<file path="src/rtl/core/esmp_pkg.sv">
`timescale 1ns / 1ps
// ----------------------------------------------------------------------------
// esmp_pkg
// Payload types and fixed codes of the synced move profile block.
// ----------------------------------------------------------------------------
package esmp_pkg;

    typedef struct packed {
        logic        kind;
        logic [15:0] distance;
        logic        left_pulse;
        logic        right_pulse;
    } t_in_item;

    typedef struct packed {
        logic [9:0] left_duty;
        logic [9:0] right_duty;
        logic [1:0] led_color;
        logic       moving;
        logic       finished;
    } t_out_item;

    localparam logic KIND_START = 1'b0;
    localparam logic KIND_PULSE = 1'b1;

    localparam logic [1:0] LED_GREEN = 2'd0;
    localparam logic [1:0] LED_RED   = 2'd1;
    localparam logic [1:0] LED_BLUE  = 2'd2;

    localparam int CFG_IDX_W  = 3;
    localparam int CFG_DATA_W = 16;
    localparam logic [CFG_IDX_W-1:0] REG_FAST_RAMP  = 3'd0;
    localparam logic [CFG_IDX_W-1:0] REG_SLOW_RAMP  = 3'd1;
    localparam logic [CFG_IDX_W-1:0] REG_SYNC_INT   = 3'd2;
    localparam logic [CFG_IDX_W-1:0] REG_CORR_STEP  = 3'd3;
    localparam logic [CFG_IDX_W-1:0] REG_INIT_INC   = 3'd4;
    localparam logic [CFG_IDX_W-1:0] REG_INIT_MIN   = 3'd5;
    localparam logic [CFG_IDX_W-1:0] REG_LEFT_SCALE = 3'd6;

    localparam int PERMILLE = 1000;

endpackage

</file>
<file path="src/rtl/core/esmp_muldiv.sv">
`timescale 1ns / 1ps
// ----------------------------------------------------------------------------
// esmp_muldiv
// Bit-serial (a*b)/c: shift-add multiply, then restoring divide, one bit a cycle.
// ----------------------------------------------------------------------------
module esmp_muldiv #(
    parameter int AW = 16,
    parameter int MW = 10
) (
    input  logic              i_clk,
    input  logic              i_rst_n,
    input  logic              i_start,
    input  logic [AW-1:0]     i_a,
    input  logic [MW-1:0]     i_b,
    input  logic [AW-1:0]     i_c,
    output logic              o_done,
    output logic [AW+MW-1:0]  o_quo
);
    localparam int PW = AW + MW;
    localparam int NW = $clog2(PW);

    localparam logic [1:0] PH_IDLE = 2'd0;
    localparam logic [1:0] PH_MUL  = 2'd1;
    localparam logic [1:0] PH_DIV  = 2'd2;

    logic [1:0]    r_ph;
    logic [NW-1:0] r_cnt;
    logic [PW-1:0] r_acc;
    logic [PW-1:0] r_ash;
    logic [MW-1:0] r_bsh;
    logic [AW-1:0] r_c;
    logic [AW-1:0] r_rem;
    logic          r_done;

    logic [AW:0]   c_rsh;
    logic [AW:0]   c_sub;

    assign c_rsh = {r_rem, r_acc[PW-1]};
    assign c_sub = c_rsh - {1'b0, r_c};

    always_ff @(posedge i_clk) begin
        if (!i_rst_n) begin
            r_ph   <= PH_IDLE;
            r_cnt  <= '0;
            r_done <= 1'b0;
        end else begin
            r_done <= 1'b0;
            case (r_ph)
                PH_IDLE: begin
                    if (i_start) begin
                        r_acc <= '0;
                        r_ash <= PW'(i_a);
                        r_bsh <= i_b;
                        r_c   <= i_c;
                        r_rem <= '0;
                        r_cnt <= '0;
                        r_ph  <= PH_MUL;
                    end
                end
                PH_MUL: begin
                    // accumulate one multiplier bit
                    if (r_bsh[0]) begin
                        r_acc <= r_acc + r_ash;
                    end
                    r_ash <= {r_ash[PW-2:0], 1'b0};
                    r_bsh <= r_bsh >> 1;
                    if (r_cnt == NW'(MW - 1)) begin
                        r_cnt <= '0;
                        r_ph  <= PH_DIV;
                    end else begin
                        r_cnt <= r_cnt + 1'b1;
                    end
                end
                PH_DIV: begin
                    // one quotient bit per cycle
                    if (!c_sub[AW]) begin
                        r_rem <= c_sub[AW-1:0];
                        r_acc <= {r_acc[PW-2:0], 1'b1};
                    end else begin
                        r_rem <= c_rsh[AW-1:0];
                        r_acc <= {r_acc[PW-2:0], 1'b0};
                    end
                    if (r_cnt == NW'(PW - 1)) begin
                        r_ph   <= PH_IDLE;
                        r_done <= 1'b1;
                    end else begin
                        r_cnt <= r_cnt + 1'b1;
                    end
                end
                default: r_ph <= PH_IDLE;
            endcase
        end
    end

    assign o_done = r_done;
    assign o_quo  = r_acc;

endmodule

</file>
<file path="src/rtl/core/encoder_synced_move_profile_top.sv">
`timescale 1ns / 1ps
// Two-wheel move controller. A start item loads the targets and speed terms, pulse
// items count encoder ticks, rebalance the wheels once either wheel is more than
// sync_interval ticks past its last mark and return fresh PWM duties. All products
// and quotients go through one bit-serial multiply-divide unit. Each use holds the
// sequencer for the multiply steps, the divide steps and the hand-over. A start
// item uses it up to three times. A pulse item uses it up to four times, with the
// check, balance, finish and output steps around them. Both use it fewer times when
// no balance check or no ramp applies. An idle pulse goes straight to the output
// step. The input is ready again when each result is registered. One item is in
// work at a time; its result waits in the output register while the next item is
// taken.
// ----------------------------------------------------------------------------
// encoder_synced_move_profile_top
// Sequencer, state and output register of the synced move profile block.
// ----------------------------------------------------------------------------
module encoder_synced_move_profile_top #(
    parameter int COUNT_WIDTH = 16,
    parameter int DUTY_PERIOD = 1000
) (
    input  logic                                i_clk,
    input  logic                                i_rst_n,
    input  logic                                i_in_valid,
    output logic                                o_in_ready,
    input  esmp_pkg::t_in_item                  i_in,
    output logic                                o_out_valid,
    input  logic                                i_out_ready,
    output esmp_pkg::t_out_item                 o_out,
    input  logic                                i_cfg_we,
    input  logic [esmp_pkg::CFG_IDX_W-1:0]      i_cfg_idx,
    input  logic [esmp_pkg::CFG_DATA_W-1:0]     i_cfg_wdata
);
    import esmp_pkg::*;

    localparam int CW = COUNT_WIDTH;
    localparam int DW = $clog2(DUTY_PERIOD + 1);
    localparam int AW = (CW > 16) ? CW : 16;
    localparam int MW = (DW > 10) ? DW : 10;
    localparam int PW = AW + MW;
    localparam int TW = MW + 1;
    localparam logic [AW-1:0] CMAX = AW'({CW{1'b1}});
    localparam logic [PW:0]   DUTY_P = (PW + 1)'(DUTY_PERIOD);
    localparam logic [TW-1:0] DUTY_T = TW'(DUTY_PERIOD);

    localparam logic [3:0] S_IDLE = 4'd0;
    localparam logic [3:0] S_LT   = 4'd1;
    localparam logic [3:0] S_CHK  = 4'd2;
    localparam logic [3:0] S_SHR  = 4'd3;
    localparam logic [3:0] S_SHL  = 4'd4;
    localparam logic [3:0] S_BAL  = 4'd5;
    localparam logic [3:0] S_DRR  = 4'd6;
    localparam logic [3:0] S_DRL  = 4'd7;
    localparam logic [3:0] S_FIN  = 4'd8;
    localparam logic [3:0] S_OUT  = 4'd9;

    // configuration
    logic [15:0] r_fast, r_slow, r_sync;
    logic [7:0]  r_step;
    logic [9:0]  r_init_inc, r_init_min, r_scale;

    // move state
    logic [3:0]    r_state;
    logic          r_launch;
    t_in_item      r_in;
    logic [CW-1:0] r_rc, r_lc, r_rm, r_lm, r_rt, r_lt;
    logic [DW-1:0] r_rs, r_rf, r_ls, r_lf, r_rd, r_ld;
    logic [PW-1:0] r_sr, r_sl;
    logic [1:0]    r_ind;
    logic          r_active, r_moving, r_fin;
    t_out_item     r_out;
    logic          r_out_valid;

    // serial unit interface
    logic          c_start, c_need, u_done;
    logic [AW-1:0] c_a, c_c;
    logic [MW-1:0] c_b;
    logic [PW-1:0] u_quo;

    // per-wheel view for the drive steps
    logic [AW-1:0] w_cnt, w_tgt, w_rem;
    logic [DW-1:0] w_span, w_floor;
    logic          w_ge, w_fast, w_slow;
    logic [PW:0]   w_sum;
    logic [DW-1:0] w_duty;
    logic [AW-1:0] c_fast1, c_slow1;

    logic [AW-1:0] c_rd, c_ld;
    logic          c_trig;
    logic [PW-1:0] c_lt_q;

    logic [MW-1:0] c_init_inc_m, c_init_min_m;
    logic [DW-1:0] c_init_inc, c_init_min;
    logic [TW-1:0] c_rs_up, c_rf_up, c_ls_up, c_lf_up;
    logic [DW-1:0] c_rs_up_c, c_rf_up_c, c_ls_up_c, c_lf_up_c;
    logic [DW-1:0] c_rs_dn, c_rf_dn, c_ls_dn, c_lf_dn;
    logic [DW-1:0] c_step_d;

    esmp_muldiv #(.AW(AW), .MW(MW)) u_md (
        .i_clk   (i_clk),
        .i_rst_n (i_rst_n),
        .i_start (c_start),
        .i_a     (c_a),
        .i_b     (c_b),
        .i_c     (c_c),
        .o_done  (u_done),
        .o_quo   (u_quo)
    );

    // ramp lengths of zero count as one
    assign c_fast1 = (r_fast == 16'd0) ? AW'(1) : AW'(r_fast);
    assign c_slow1 = (r_slow == 16'd0) ? AW'(1) : AW'(r_slow);

    // select the wheel being driven
    always_comb begin
        if (r_state == S_DRR) begin
            w_cnt   = AW'(r_rc);
            w_tgt   = AW'(r_rt);
            w_span  = r_rs;
            w_floor = r_rf;
        end else begin
            w_cnt   = AW'(r_lc);
            w_tgt   = AW'(r_lt);
            w_span  = r_ls;
            w_floor = r_lf;
        end
    end

    assign w_rem  = w_tgt - w_cnt;
    assign w_ge   = (w_cnt >= w_tgt);
    assign w_fast = (w_cnt <= AW'(r_fast));
    assign w_slow = (w_rem <= AW'(r_slow));
    assign w_sum  = (PW + 1)'(w_floor) + (PW + 1)'(u_quo);
    assign w_duty = (w_sum > DUTY_P) ? DW'(DUTY_PERIOD) : DW'(w_sum);

    assign c_rd   = AW'(r_rc - r_rm);
    assign c_ld   = AW'(r_lc - r_lm);
    assign c_trig = (c_rd > AW'(r_sync)) || (c_ld > AW'(r_sync));
    assign c_lt_q = u_quo;

    // operands of the serial unit for each step
    always_comb begin
        c_need = 1'b0;
        c_a    = '0;
        c_b    = '0;
        c_c    = AW'(1);
        case (r_state)
            S_LT: begin
                c_need = 1'b1;
                c_a    = AW'(r_in.distance);
                c_b    = MW'(r_scale);
                c_c    = AW'(PERMILLE);
            end
            S_SHR: begin
                c_need = (r_rt != '0);
                c_a    = c_rd;
                c_b    = MW'(PERMILLE);
                c_c    = AW'(r_rt);
            end
            S_SHL: begin
                c_need = (r_lt != '0);
                c_a    = c_ld;
                c_b    = MW'(PERMILLE);
                c_c    = AW'(r_lt);
            end
            S_DRR, S_DRL: begin
                c_b = MW'(w_span);
                if (!w_ge && w_fast) begin
                    c_need = 1'b1;
                    c_a    = w_cnt;
                    c_c    = c_fast1;
                end else if (!w_ge && w_slow) begin
                    c_need = 1'b1;
                    c_a    = w_rem;
                    c_c    = c_slow1;
                end
            end
            default: c_need = 1'b0;
        endcase
    end

    assign c_start = c_need && !r_launch;

    // initial terms clamped to the duty period
    assign c_init_inc_m = MW'(r_init_inc);
    assign c_init_min_m = MW'(r_init_min);
    assign c_init_inc   = (c_init_inc_m > MW'(DUTY_PERIOD)) ? DW'(DUTY_PERIOD)
                                                            : DW'(c_init_inc_m);
    assign c_init_min   = (c_init_min_m > MW'(DUTY_PERIOD)) ? DW'(DUTY_PERIOD)
                                                            : DW'(c_init_min_m);

    // saturating correction of the speed terms
    assign c_rs_up   = TW'(r_rs) + TW'(r_step);
    assign c_rf_up   = TW'(r_rf) + TW'(r_step);
    assign c_ls_up   = TW'(r_ls) + TW'(r_step);
    assign c_lf_up   = TW'(r_lf) + TW'(r_step);
    assign c_rs_up_c = (c_rs_up > DUTY_T) ? DW'(DUTY_PERIOD) : DW'(c_rs_up);
    assign c_rf_up_c = (c_rf_up > DUTY_T) ? DW'(DUTY_PERIOD) : DW'(c_rf_up);
    assign c_ls_up_c = (c_ls_up > DUTY_T) ? DW'(DUTY_PERIOD) : DW'(c_ls_up);
    assign c_lf_up_c = (c_lf_up > DUTY_T) ? DW'(DUTY_PERIOD) : DW'(c_lf_up);
    assign c_step_d  = DW'(r_step);
    assign c_rs_dn   = (TW'(r_rs) > TW'(r_step)) ? (r_rs - c_step_d) : '0;
    assign c_rf_dn   = (TW'(r_rf) > TW'(r_step)) ? (r_rf - c_step_d) : '0;
    assign c_ls_dn   = (TW'(r_ls) > TW'(r_step)) ? (r_ls - c_step_d) : '0;
    assign c_lf_dn   = (TW'(r_lf) > TW'(r_step)) ? (r_lf - c_step_d) : '0;

    // configuration writes
    always_ff @(posedge i_clk) begin
        if (!i_rst_n) begin
            r_fast     <= 16'd200;
            r_slow     <= 16'd500;
            r_sync     <= 16'd50;
            r_step     <= 8'd5;
            r_init_inc <= 10'd500;
            r_init_min <= 10'd150;
            r_scale    <= 10'd998;
        end else if (i_cfg_we) begin
            case (i_cfg_idx)
                REG_FAST_RAMP:  r_fast     <= i_cfg_wdata;
                REG_SLOW_RAMP:  r_slow     <= i_cfg_wdata;
                REG_SYNC_INT:   r_sync     <= i_cfg_wdata;
                REG_CORR_STEP:  r_step     <= i_cfg_wdata[7:0];
                REG_INIT_INC:   r_init_inc <= i_cfg_wdata[9:0];
                REG_INIT_MIN:   r_init_min <= i_cfg_wdata[9:0];
                REG_LEFT_SCALE: r_scale    <= i_cfg_wdata[9:0];
                default: ;
            endcase
        end
    end

    // sequencer
    always_ff @(posedge i_clk) begin
        if (!i_rst_n) begin
            r_state     <= S_IDLE;
            r_launch    <= 1'b0;
            r_active    <= 1'b0;
            r_ind       <= LED_GREEN;
            r_rc        <= '0;
            r_lc        <= '0;
            r_rm        <= '0;
            r_lm        <= '0;
            r_rt        <= '0;
            r_lt        <= '0;
            r_rs        <= '0;
            r_rf        <= '0;
            r_ls        <= '0;
            r_lf        <= '0;
            r_rd        <= '0;
            r_ld        <= '0;
            r_moving    <= 1'b0;
            r_fin       <= 1'b0;
            r_out_valid <= 1'b0;
        end else begin
            // drop valid once the result is taken, unless a new one is loaded
            if (o_out_valid && i_out_ready && (r_state != S_OUT)) begin
                r_out_valid <= 1'b0;
            end
            if (c_start) begin
                r_launch <= 1'b1;
            end
            case (r_state)
                S_IDLE: begin
                    if (i_in_valid) begin
                        r_in <= i_in;
                        if (i_in.kind == KIND_START) begin
                            r_state <= S_LT;
                        end else if (r_active) begin
                            // count ticks, saturating at the count maximum
                            if (i_in.left_pulse && (r_lc != CW'(CMAX))) begin
                                r_lc <= r_lc + 1'b1;
                            end
                            if (i_in.right_pulse && (r_rc != CW'(CMAX))) begin
                                r_rc <= r_rc + 1'b1;
                            end
                            r_state <= S_CHK;
                        end else begin
                            // idle pulse: report held state only
                            r_moving <= 1'b0;
                            r_fin    <= 1'b0;
                            r_state  <= S_OUT;
                        end
                    end
                end
                S_LT: begin
                    if (r_launch && u_done) begin
                        r_launch <= 1'b0;
                        r_rt     <= (AW'(r_in.distance) > CMAX) ? CW'(CMAX)
                                                              : CW'(r_in.distance);
                        r_lt     <= (c_lt_q > PW'(CMAX)) ? CW'(CMAX) : CW'(c_lt_q);
                        r_rc     <= '0;
                        r_lc     <= '0;
                        r_rm     <= '0;
                        r_lm     <= '0;
                        r_rs     <= c_init_inc;
                        r_ls     <= c_init_inc;
                        r_rf     <= c_init_min;
                        r_lf     <= c_init_min;
                        r_rd     <= '0;
                        r_ld     <= '0;
                        r_active <= 1'b1;
                        r_state  <= S_DRR;
                    end
                end
                S_CHK: begin
                    r_state <= c_trig ? S_SHR : S_DRR;
                end
                S_SHR: begin
                    if (!c_need) begin
                        r_sr    <= PW'(PERMILLE);
                        r_state <= S_SHL;
                    end else if (r_launch && u_done) begin
                        r_launch <= 1'b0;
                        r_sr     <= u_quo;
                        r_state  <= S_SHL;
                    end
                end
                S_SHL: begin
                    if (!c_need) begin
                        r_sl    <= PW'(PERMILLE);
                        r_state <= S_BAL;
                    end else if (r_launch && u_done) begin
                        r_launch <= 1'b0;
                        r_sl     <= u_quo;
                        r_state  <= S_BAL;
                    end
                end
                S_BAL: begin
                    // boost the lagging wheel, trim the leading one
                    if (r_sr < r_sl) begin
                        r_rs  <= c_rs_up_c;
                        r_rf  <= c_rf_up_c;
                        r_ls  <= c_ls_dn;
                        r_lf  <= c_lf_dn;
                        r_ind <= LED_RED;
                    end else if (r_sl < r_sr) begin
                        r_ls  <= c_ls_up_c;
                        r_lf  <= c_lf_up_c;
                        r_rs  <= c_rs_dn;
                        r_rf  <= c_rf_dn;
                        r_ind <= LED_BLUE;
                    end else begin
                        r_ind <= LED_GREEN;
                    end
                    r_rm    <= r_rc;
                    r_lm    <= r_lc;
                    r_state <= S_DRR;
                end
                S_DRR, S_DRL: begin
                    if (!c_need) begin
                        // at target drop to zero, otherwise hold
                        if (w_ge) begin
                            if (r_state == S_DRR) begin
                                r_rd <= '0;
                            end else begin
                                r_ld <= '0;
                            end
                        end
                        r_state <= (r_state == S_DRR) ? S_DRL : S_FIN;
                    end else if (r_launch && u_done) begin
                        r_launch <= 1'b0;
                        if (r_state == S_DRR) begin
                            r_rd <= w_duty;
                        end else begin
                            r_ld <= w_duty;
                        end
                        r_state <= (r_state == S_DRR) ? S_DRL : S_FIN;
                    end
                end
                S_FIN: begin
                    r_moving <= (r_rc < r_rt) || (r_lc < r_lt);
                    r_fin    <= 1'b0;
                    if (!((r_rc < r_rt) || (r_lc < r_lt))) begin
                        r_fin    <= 1'b1;
                        r_active <= 1'b0;
                        r_rd     <= '0;
                        r_ld     <= '0;
                    end
                    r_state <= S_OUT;
                end
                S_OUT: begin
                    // hold until the output register is free
                    if (!r_out_valid || i_out_ready) begin
                        r_out_valid <= 1'b1;
                        r_state     <= S_IDLE;
                    end
                end
                default: r_state <= S_IDLE;
            endcase
        end
    end

    // result payload
    always_ff @(posedge i_clk) begin
        if ((r_state == S_OUT) && (!r_out_valid || i_out_ready)) begin
            r_out.left_duty  <= 10'(r_ld);
            r_out.right_duty <= 10'(r_rd);
            r_out.led_color  <= r_ind;
            r_out.moving     <= r_moving;
            r_out.finished   <= r_fin;
        end
    end

    assign o_in_ready  = (r_state == S_IDLE);
    assign o_out_valid = r_out_valid;
    assign o_out       = r_out;

endmodule

</file>
<file path="config.mk">
export PLATFORM = sky130hd
export DESIGN_NAME = encoder_synced_move_profile_top
export DESIGN_NICKNAME = d
export VERILOG_FILES = /design/src/rtl/core/esmp_pkg.sv /design/src/rtl/core/esmp_muldiv.sv /design/src/rtl/core/encoder_synced_move_profile_top.sv
export SDC_FILE = /design/constraint.sdc
export NUM_CORES = 1
export LEC_CHECK = 0
export BUFFER_PORTS_ARGS = -buffer_cell sky130_fd_sc_hd__buf_4
export CAP_MARGIN = 20
export CORE_ASPECT_RATIO = 0.6
export CORE_MARGIN = 1
export CORE_UTILIZATION = 55
export CTS_CLUSTER_DIAMETER = 50
export CTS_CLUSTER_SIZE = 28
export DETAILED_ROUTE_END_ITERATION = 10
export GPL_TIMING_DRIVEN = 0
export PLACE_DENSITY_LB_ADDON = 0.08
export SYNTH_ARGS = -nofsm -noshare
export SYNTH_HDL_FRONTEND = slang
export SYNTH_SLANG_ARGS = --single-unit
</file>
<file path="constraint.sdc">
create_clock -name i_clk -period 9 [get_ports i_clk]
set_clock_uncertainty 0.2 [all_clocks]
set_input_delay 1.8 -clock i_clk [delete_from_list [all_inputs] [get_ports i_clk]]
set_output_delay 1.8 -clock i_clk [all_outputs]
set_load 0.02 [all_outputs]
</file>
# Word-level counts from Yosys, hierarchy flattened
# Cells that the tools add are included.
[totals]
register_bits = 447
wordCells = 308
[op_classes]
add_sub_neg = 17
order_cmp = 22
n_eq_ne = 44
n_mux = 123
reduce_logical = 60
[op_table]
columns = ["op", "n"]
rows = [
  ["$mux 10", 36],
  ["$mux 16", 21],
  ["$pmux 16 s2", 5],
  ["$pmux 16 s4", 2],
  ["$mux 26", 4],
  ["$pmux 10 s2", 5],
  ["$pmux 10 s3", 3],
  ["$pmux 26 s3", 1],
  ["$lt 26x26->1", 2],
  ["$pmux 26 s2", 1],
  ["$mux 4", 12],
  ["$sub 16x16->16", 3],
  ["$add 10x8->11", 4],
  ["$gt 11x10->1 const B", 4],
  ["$gt 10x8->1", 4],
  ["$sub 10x8->10", 4],
  ["$pmux 4 s9", 1],
  ["$add 16x1->16 const B", 2],
  ["$gt 16x16->1", 2],
  ["$le 16x16->1", 2],
  ["$logic_not 16->1", 2],
  ["$lt 16x16->1", 2],
  ["$ne 16x16->1 const B", 2],
  ["$reduce_bool 16->1", 2],
  ["other kinds (46)", 140],
]

# Depth between registers and ports, before layout
[logic_depth]
ltp_word = 13
ltp_mapped = 27
ltp_nobuf = 26

# Modules after synthesis
# A second synthesis with hierarchy kept.
[unflattened]
hier_cells = 3643
hier_area_um2 = 31363.8
[modules_own_cells]
columns = ["module", "instances", "cells_each", "area_per_inst_um2"]
rows = [
  ["encoder_synced_move_profile_top", 1, 3029, 24858.8],
  ["esmp_muldiv", 1, 614, 6505.0],
]

# Least setup slack after synthesis
# Ideal clock, no wire load.
[synth_path]
path_type = "register to register"
start = "reg r_state[0]"
end = "reg u_md.r_ash[0] (enable)"
arrival_ns = 7.246
setup_slack_ns = 1.112
stages_incl_launch_ff = 25
path_buffers = 4
period_less_slack_ns = 7.888
cell_sequence = "dfxtp_1 > clkbuf_1 > nor3_1 > buf_2 > clkbuf_1 > clkbuf_1 > nand2_1 > o21ai_0 > ha_1 > nor2b_1 > o21ai_0 > a32oi_1 > a31o_2 > o311a_1 > o21ai_0 > nand2b_1 > xor2_1 > ha_1 > nand4_1 > or4_1 > o21ai_0 > o21ai_1 > a31oi_2 > nand2_1 > a21oi_1"
[synth_between]
elab_chain_len = 11
word_cells_on_any_way = 21
[synth_lines]
columns = ["item", "line", "source"]
rows = [
  ["start, declared", "encoder_synced_move_profile_top.sv:62", "logic [3:0] r_state;"],
  ["start signal, assigned", "encoder_synced_move_profile_top.sv:304", "r_state <= c_trig ? S_SHR : S_DRR;"],
  ["start signal, assigned", "encoder_synced_move_profile_top.sv:357", "r_state <= (r_state == S_DRR) ? S_DRL : S_FIN;"],
  ["start signal, assigned", "encoder_synced_move_profile_top.sv:365", "r_state <= (r_state == S_DRR) ? S_DRL : S_FIN;"],
  ["$eq 4x3->1", "encoder_synced_move_profile_top.sv:115, encoder_synced_move_profile_top.sv:146", ""],
  ["$mux 16", "encoder_synced_move_profile_top.sv:115", "if (r_state == S_DRR) begin"],
  ["$sub 16x16->16 or $ge 16x16->1 (tied branches)", "encoder_synced_move_profile_top.sv:128, encoder_synced_move_profile_top.sv:129", ""],
  ["$le 16x16->1 or $logic_not 1->1 (tied branches)", "encoder_synced_move_profile_top.sv:131, encoder_synced_move_profile_top.sv:167, encoder_synced_move_profile_top.sv:171", ""],
  ["$logic_and 1x1->1", "encoder_synced_move_profile_top.sv:171", "end else if (!w_ge && w_slow) begin"],
  ["$mux 1", "encoder_synced_move_profile_top.sv:171", ""],
  ["$mux 1", "encoder_synced_move_profile_top.sv:167", "if (!w_ge && w_fast) begin"],
  ["$pmux 1 s4 *", "encoder_synced_move_profile_top.sv:146", "case (r_state)"],
  ["$logic_and 1x1->1 *", "encoder_synced_move_profile_top.sv:181", "assign c_start = c_need && !r_launch;"],
  ["$ne 2x2->1 (no source line) *", "n/a", ""],
  ["$reduce_and 3->1 (no source line) *", "n/a", ""],
  ["end signal, assigned", "esmp_muldiv.sv:52", "r_ash <= PW'(i_a);"],
  ["end signal, assigned", "esmp_muldiv.sv:65", "r_ash <= {r_ash[PW-2:0], 1'b0};"],
  ["end, declared", "esmp_muldiv.sv:29", "logic [PW-1:0] r_ash;"],
]
# Mark *: on every way between the ends. The rest lies on a longest branch, timed or not.
# A chain may end at the register's enable or synchronous reset.

# Final worst setup path
[layout_path]
start = "reg r_state[0]"
end = "reg r_sl[16] (enable)"
[layout_between]
elab_chain_len = 10
word_cells_on_any_way = 20
[layout_lines]
columns = ["item", "line", "source"]
rows = [
  ["$eq 4x3->1", "encoder_synced_move_profile_top.sv:115, encoder_synced_move_profile_top.sv:146", ""],
  ["$mux 16", "encoder_synced_move_profile_top.sv:115", ""],
  ["$sub 16x16->16 or $ge 16x16->1 (tied branches)", "encoder_synced_move_profile_top.sv:128, encoder_synced_move_profile_top.sv:129", ""],
  ["$le 16x16->1 or $logic_not 1->1 (tied branches)", "encoder_synced_move_profile_top.sv:131, encoder_synced_move_profile_top.sv:167, encoder_synced_move_profile_top.sv:171", ""],
  ["$logic_and 1x1->1", "encoder_synced_move_profile_top.sv:171", ""],
  ["$mux 1", "encoder_synced_move_profile_top.sv:171", ""],
  ["$mux 1", "encoder_synced_move_profile_top.sv:167", ""],
  ["$pmux 1 s4", "encoder_synced_move_profile_top.sv:146", ""],
  ["$ne 2x1->1 (no source line)", "n/a", ""],
  ["$reduce_and 3->1 (no source line) *", "n/a", ""],
  ["end signal, assigned", "encoder_synced_move_profile_top.sv:318", "r_sl <= PW'(PERMILLE);"],
  ["end signal, assigned", "encoder_synced_move_profile_top.sv:322", "r_sl <= u_quo;"],
  ["end, declared", "encoder_synced_move_profile_top.sv:67", "logic [PW-1:0] r_sr, r_sl;"],
]
# Marked as above.

==> impl_results.md <==
- # nets final: 4,051
- Area growth from synthesis to layout: 9.37%
- WL/cell: 26.8 um
- Initial Util: 55.9%
- I/O pins: 69
- Peak supply drop: 128 uV
- Reg2reg setup slack: 0.29 ns
- Die Y: 184 um
- Cells on worst reg2reg path: 26
- ANT nets after route: 0
- Final Critical Period: 8.71 ns
- Avg Inst Size Synth: 8.47 sq um
- Drt first pass iters: 8
- Startpoint types: flop
- Max Slew Vio Count: 0
- Count leader, synth: nand2_1
- CTS sink cnt: 447
- Placed cell count: 4,379
- CTS tree: yes
- Leakage: 0.0129 uW
- Hold path start: r_rd[1]$_SDFFE_PN0P_
- Fillcell total: 4,733
- Die width: 306 um
- Power Dens Cells: 198 nW/um^2
- Netlist cell types: 97
- Crit-path max FO: 18
- Non-Filler Instances: 4,449
- First-pass GRT wire length: 173,000 um
- Overall routing resource usage: 41.2%
- WS Path Type: reg2reg
- Post-synthesis cell area: 30,400 sq um
- WHS: 0.240 ns
- Storage element area: 10,800 sq um
- Syn Nets: 3,939
- Initial antenna violation count: 5
- Worst hold path class: reg2reg
- Total die area: 56,300 sq um
- Sequential fraction of the synthesis area: 35.5%
- Pin count of the biggest net entering global routing: 29
- YS warnings: 0
- Setup Buffers After CTS: 0
- Crit share post-route: 96.8%
- CP max stage delay: 0.63 ns
- Max Freq: 115 MHz
- WP data arrival: 8.80 ns
- Status: complete, no violations
- R2r endpoint: r_sl[16]$_SDFFCE_PP0P_
- CTS clock-pin slew for the worst setup and hold paths: 0.09 ns
- Clock tree buffer depth: 3
- Element type at the critical path end: flop
- Slew HR: 15.4%
- TNS Setup: 0 ns
- Synth Instances: 3,593
- Post-DP Area: 32,000 sq um
- Share of cells above drive strength 1: 5.95%
- CTS H-tree depth: 2
- Clock Latency Late Sink: 0.58 ns
- Max Cap Violations: 0
- Most used DFF post-synth: dfxtp_1
- Routed via count: 29,600
- Final setup violation count: 0
- Design area: 33,300 sq um
- EDFF count, synth: 186
- FP Rows: 66
- DRT iter0 DRCs: 4,553
- #FFs+latches synth: 447
- Least-Margin Pin Slew: 1.27 ns
- Top-area cell type share of the netlist area: 18.3%
- Detail-routed via count per cell: 6.66
- Largest area contributor in the netlist: edfxtp_1
- Commonest cells in the netlist: nand2_1 (484), a21oi_1 (317), ha_1 (289)
- CP max stage cell: clkbuf_1
- Post-Route WL: 119,000 um
- Req. time, crit path: 9.09 ns
- Area contributors post-synth: edfxtp_1 (18%), dfxtp_1 (17%), ha_1 (12%), nand2_1 (6.0%), a21oi_1 (5.2%)
- Crit Reg-Reg Startpoint: r_state[0]$_SDFFE_PN0P_
- Grt total ovfl: 0
- WHS Endpoint: o_out[5]$_DFFE_PP_
- Num CTS Buffers: 35
- Drc violations: 0
- Fraction of registers with async set/reset: 0%
- WHS Path Cells: 0
- Area taken by multi-input logic gates: 18,100 sq um
- Final Hold Fails: 0
- RSZ-0062 raised after global routing: no
- DP Wirelength: 95,600 um
- Port bufs: 64
- Vias in the first global route: 26,700
- Core area: 54,400 sq um
- GPL Wtd Cong: 1.08
- Layout Utilization: 61.2%
- Root buffer cell: clkbuf_16
[final cells by class]
| type | count | area share (%) |
|---|---|---|
| Multi-Input combinational cell | 2727 | 54.3 |
| Sequential cell | 447 | 32.5 |
| Inverter | 258 | 2.91 |
| Clock buffer | 37 | 2.78 |
| Tap cell | 714 | 2.68 |
| Buffer | 161 | 1.91 |
| Timing Repair Buffer | 75 | 1.87 |
| Clock inverter | 27 | 1.10 |
| Antenna cell | 3 | 0.0225 |
[metal layers]
metal | global-route usage, % | share of wire (%) | routed length (um)
met2 | 56.4 | 38 | 45600
met3 | 13.1 | 14 | 17200
met5 | 1.03 | 0.098 | 117
met1 | 60.0 | 43 | 51400
met4 | 14.6 | 4.0 | 4740
[logic make-up (layout without fill, tap and decap cells)]
kind of cell,Yosys count,count (layout),share of synthesized area [%]
and+or+nand+nor,1206,1206,18.8
AOI/OAI and AO/OA,1028,1028,22.0
DFF,447,447,35.5
buffers and inverters,419,558,5.26
adders and majority gates,303,303,12.8
xor gates and xnor gates,148,148,4.26
muxes,42,42,1.40
other,0,3,0
[state kept, by name, summed over array words and instances (netlist names), 24 cells and up]
name,count
r_sl,26
r_sr,26
u_md.o_quo,26
o_out,24
u_md.r_ash,26
[stage by stage]
step	power (uW)	setup slack, ns
after detailed placement	4740	-0.0183
final	6610	0.292
after global routing	6820	0.0991
after floorplan	3960	1.11
after global placement	4640	-1.88
after CTS	6480	0.154
[layout by cell type, fill, tap and decap left out, drive strengths merged, types with 129 or more instances in the layout]
cell type	count
a21oi	317
clkbuf	172
dfxtp	261
edfxtp	186
ha	289
inv	271
nand2	484
nand3	129
nor2	198
o21ai	227
[report_power, final]
| part | internal (uW) | switching (uW) | total, uW |
|---|---|---|---|
| sequential | 2350 | 190 | 2540 |
| clock | 848 | 928 | 1780 |
| combinational | 763 | 1530 | 2290 |
| total | 3960 | 2650 | 6610 |
[critical path, delay by kind of cell (launching register included)]
kind | cells | cell delay [ns]
flops | 1 | 0.38
buf+inv | 6 | 2.12
xor+xnor | 1 | 0.13
mux | 1 | 0.27
simple gates | 5 | 2.23
fa+ha+maj | 3 | 0.93
compound gates | 10 | 2.14
[repair_timing]
| action | 4_1_cts | 5_1_grt |
|---|---|---|
| setup endpoints to repair | 16 | 169 |
| pin swaps | 0 | 0 |
| gates cloned | 0 | 0 |
| gates resized for setup | 1 | 3 |
| hold buffers | 0 | 0 |
[how the worst max path moves through the flow]
stage | start | depth (start not counted) | end
floorplan | r_state[0]$_SDFFE_PN0P_ | 24 | u_md.r_ash[0]$_SDFFCE_PP0P_
global placement | r_state[0]$_SDFFE_PN0P_ | 24 | u_md.r_ash[24]$_SDFFCE_PN0P_
detailed placement | r_state[0]$_SDFFE_PN0P_ | 24 | u_md.r_c[6]$_DFFE_PP_
CTS | r_state[0]$_SDFFE_PN0P_ | 26 | r_sl[16]$_SDFFCE_PP0P_
global route | r_state[0]$_SDFFE_PN0P_ | 25 | r_ld[2]$_SDFFE_PN0P_
finish | r_state[0]$_SDFFE_PN0P_ | 26 | r_sl[16]$_SDFFCE_PP0P_
Power figures use the tool's default switching activity.
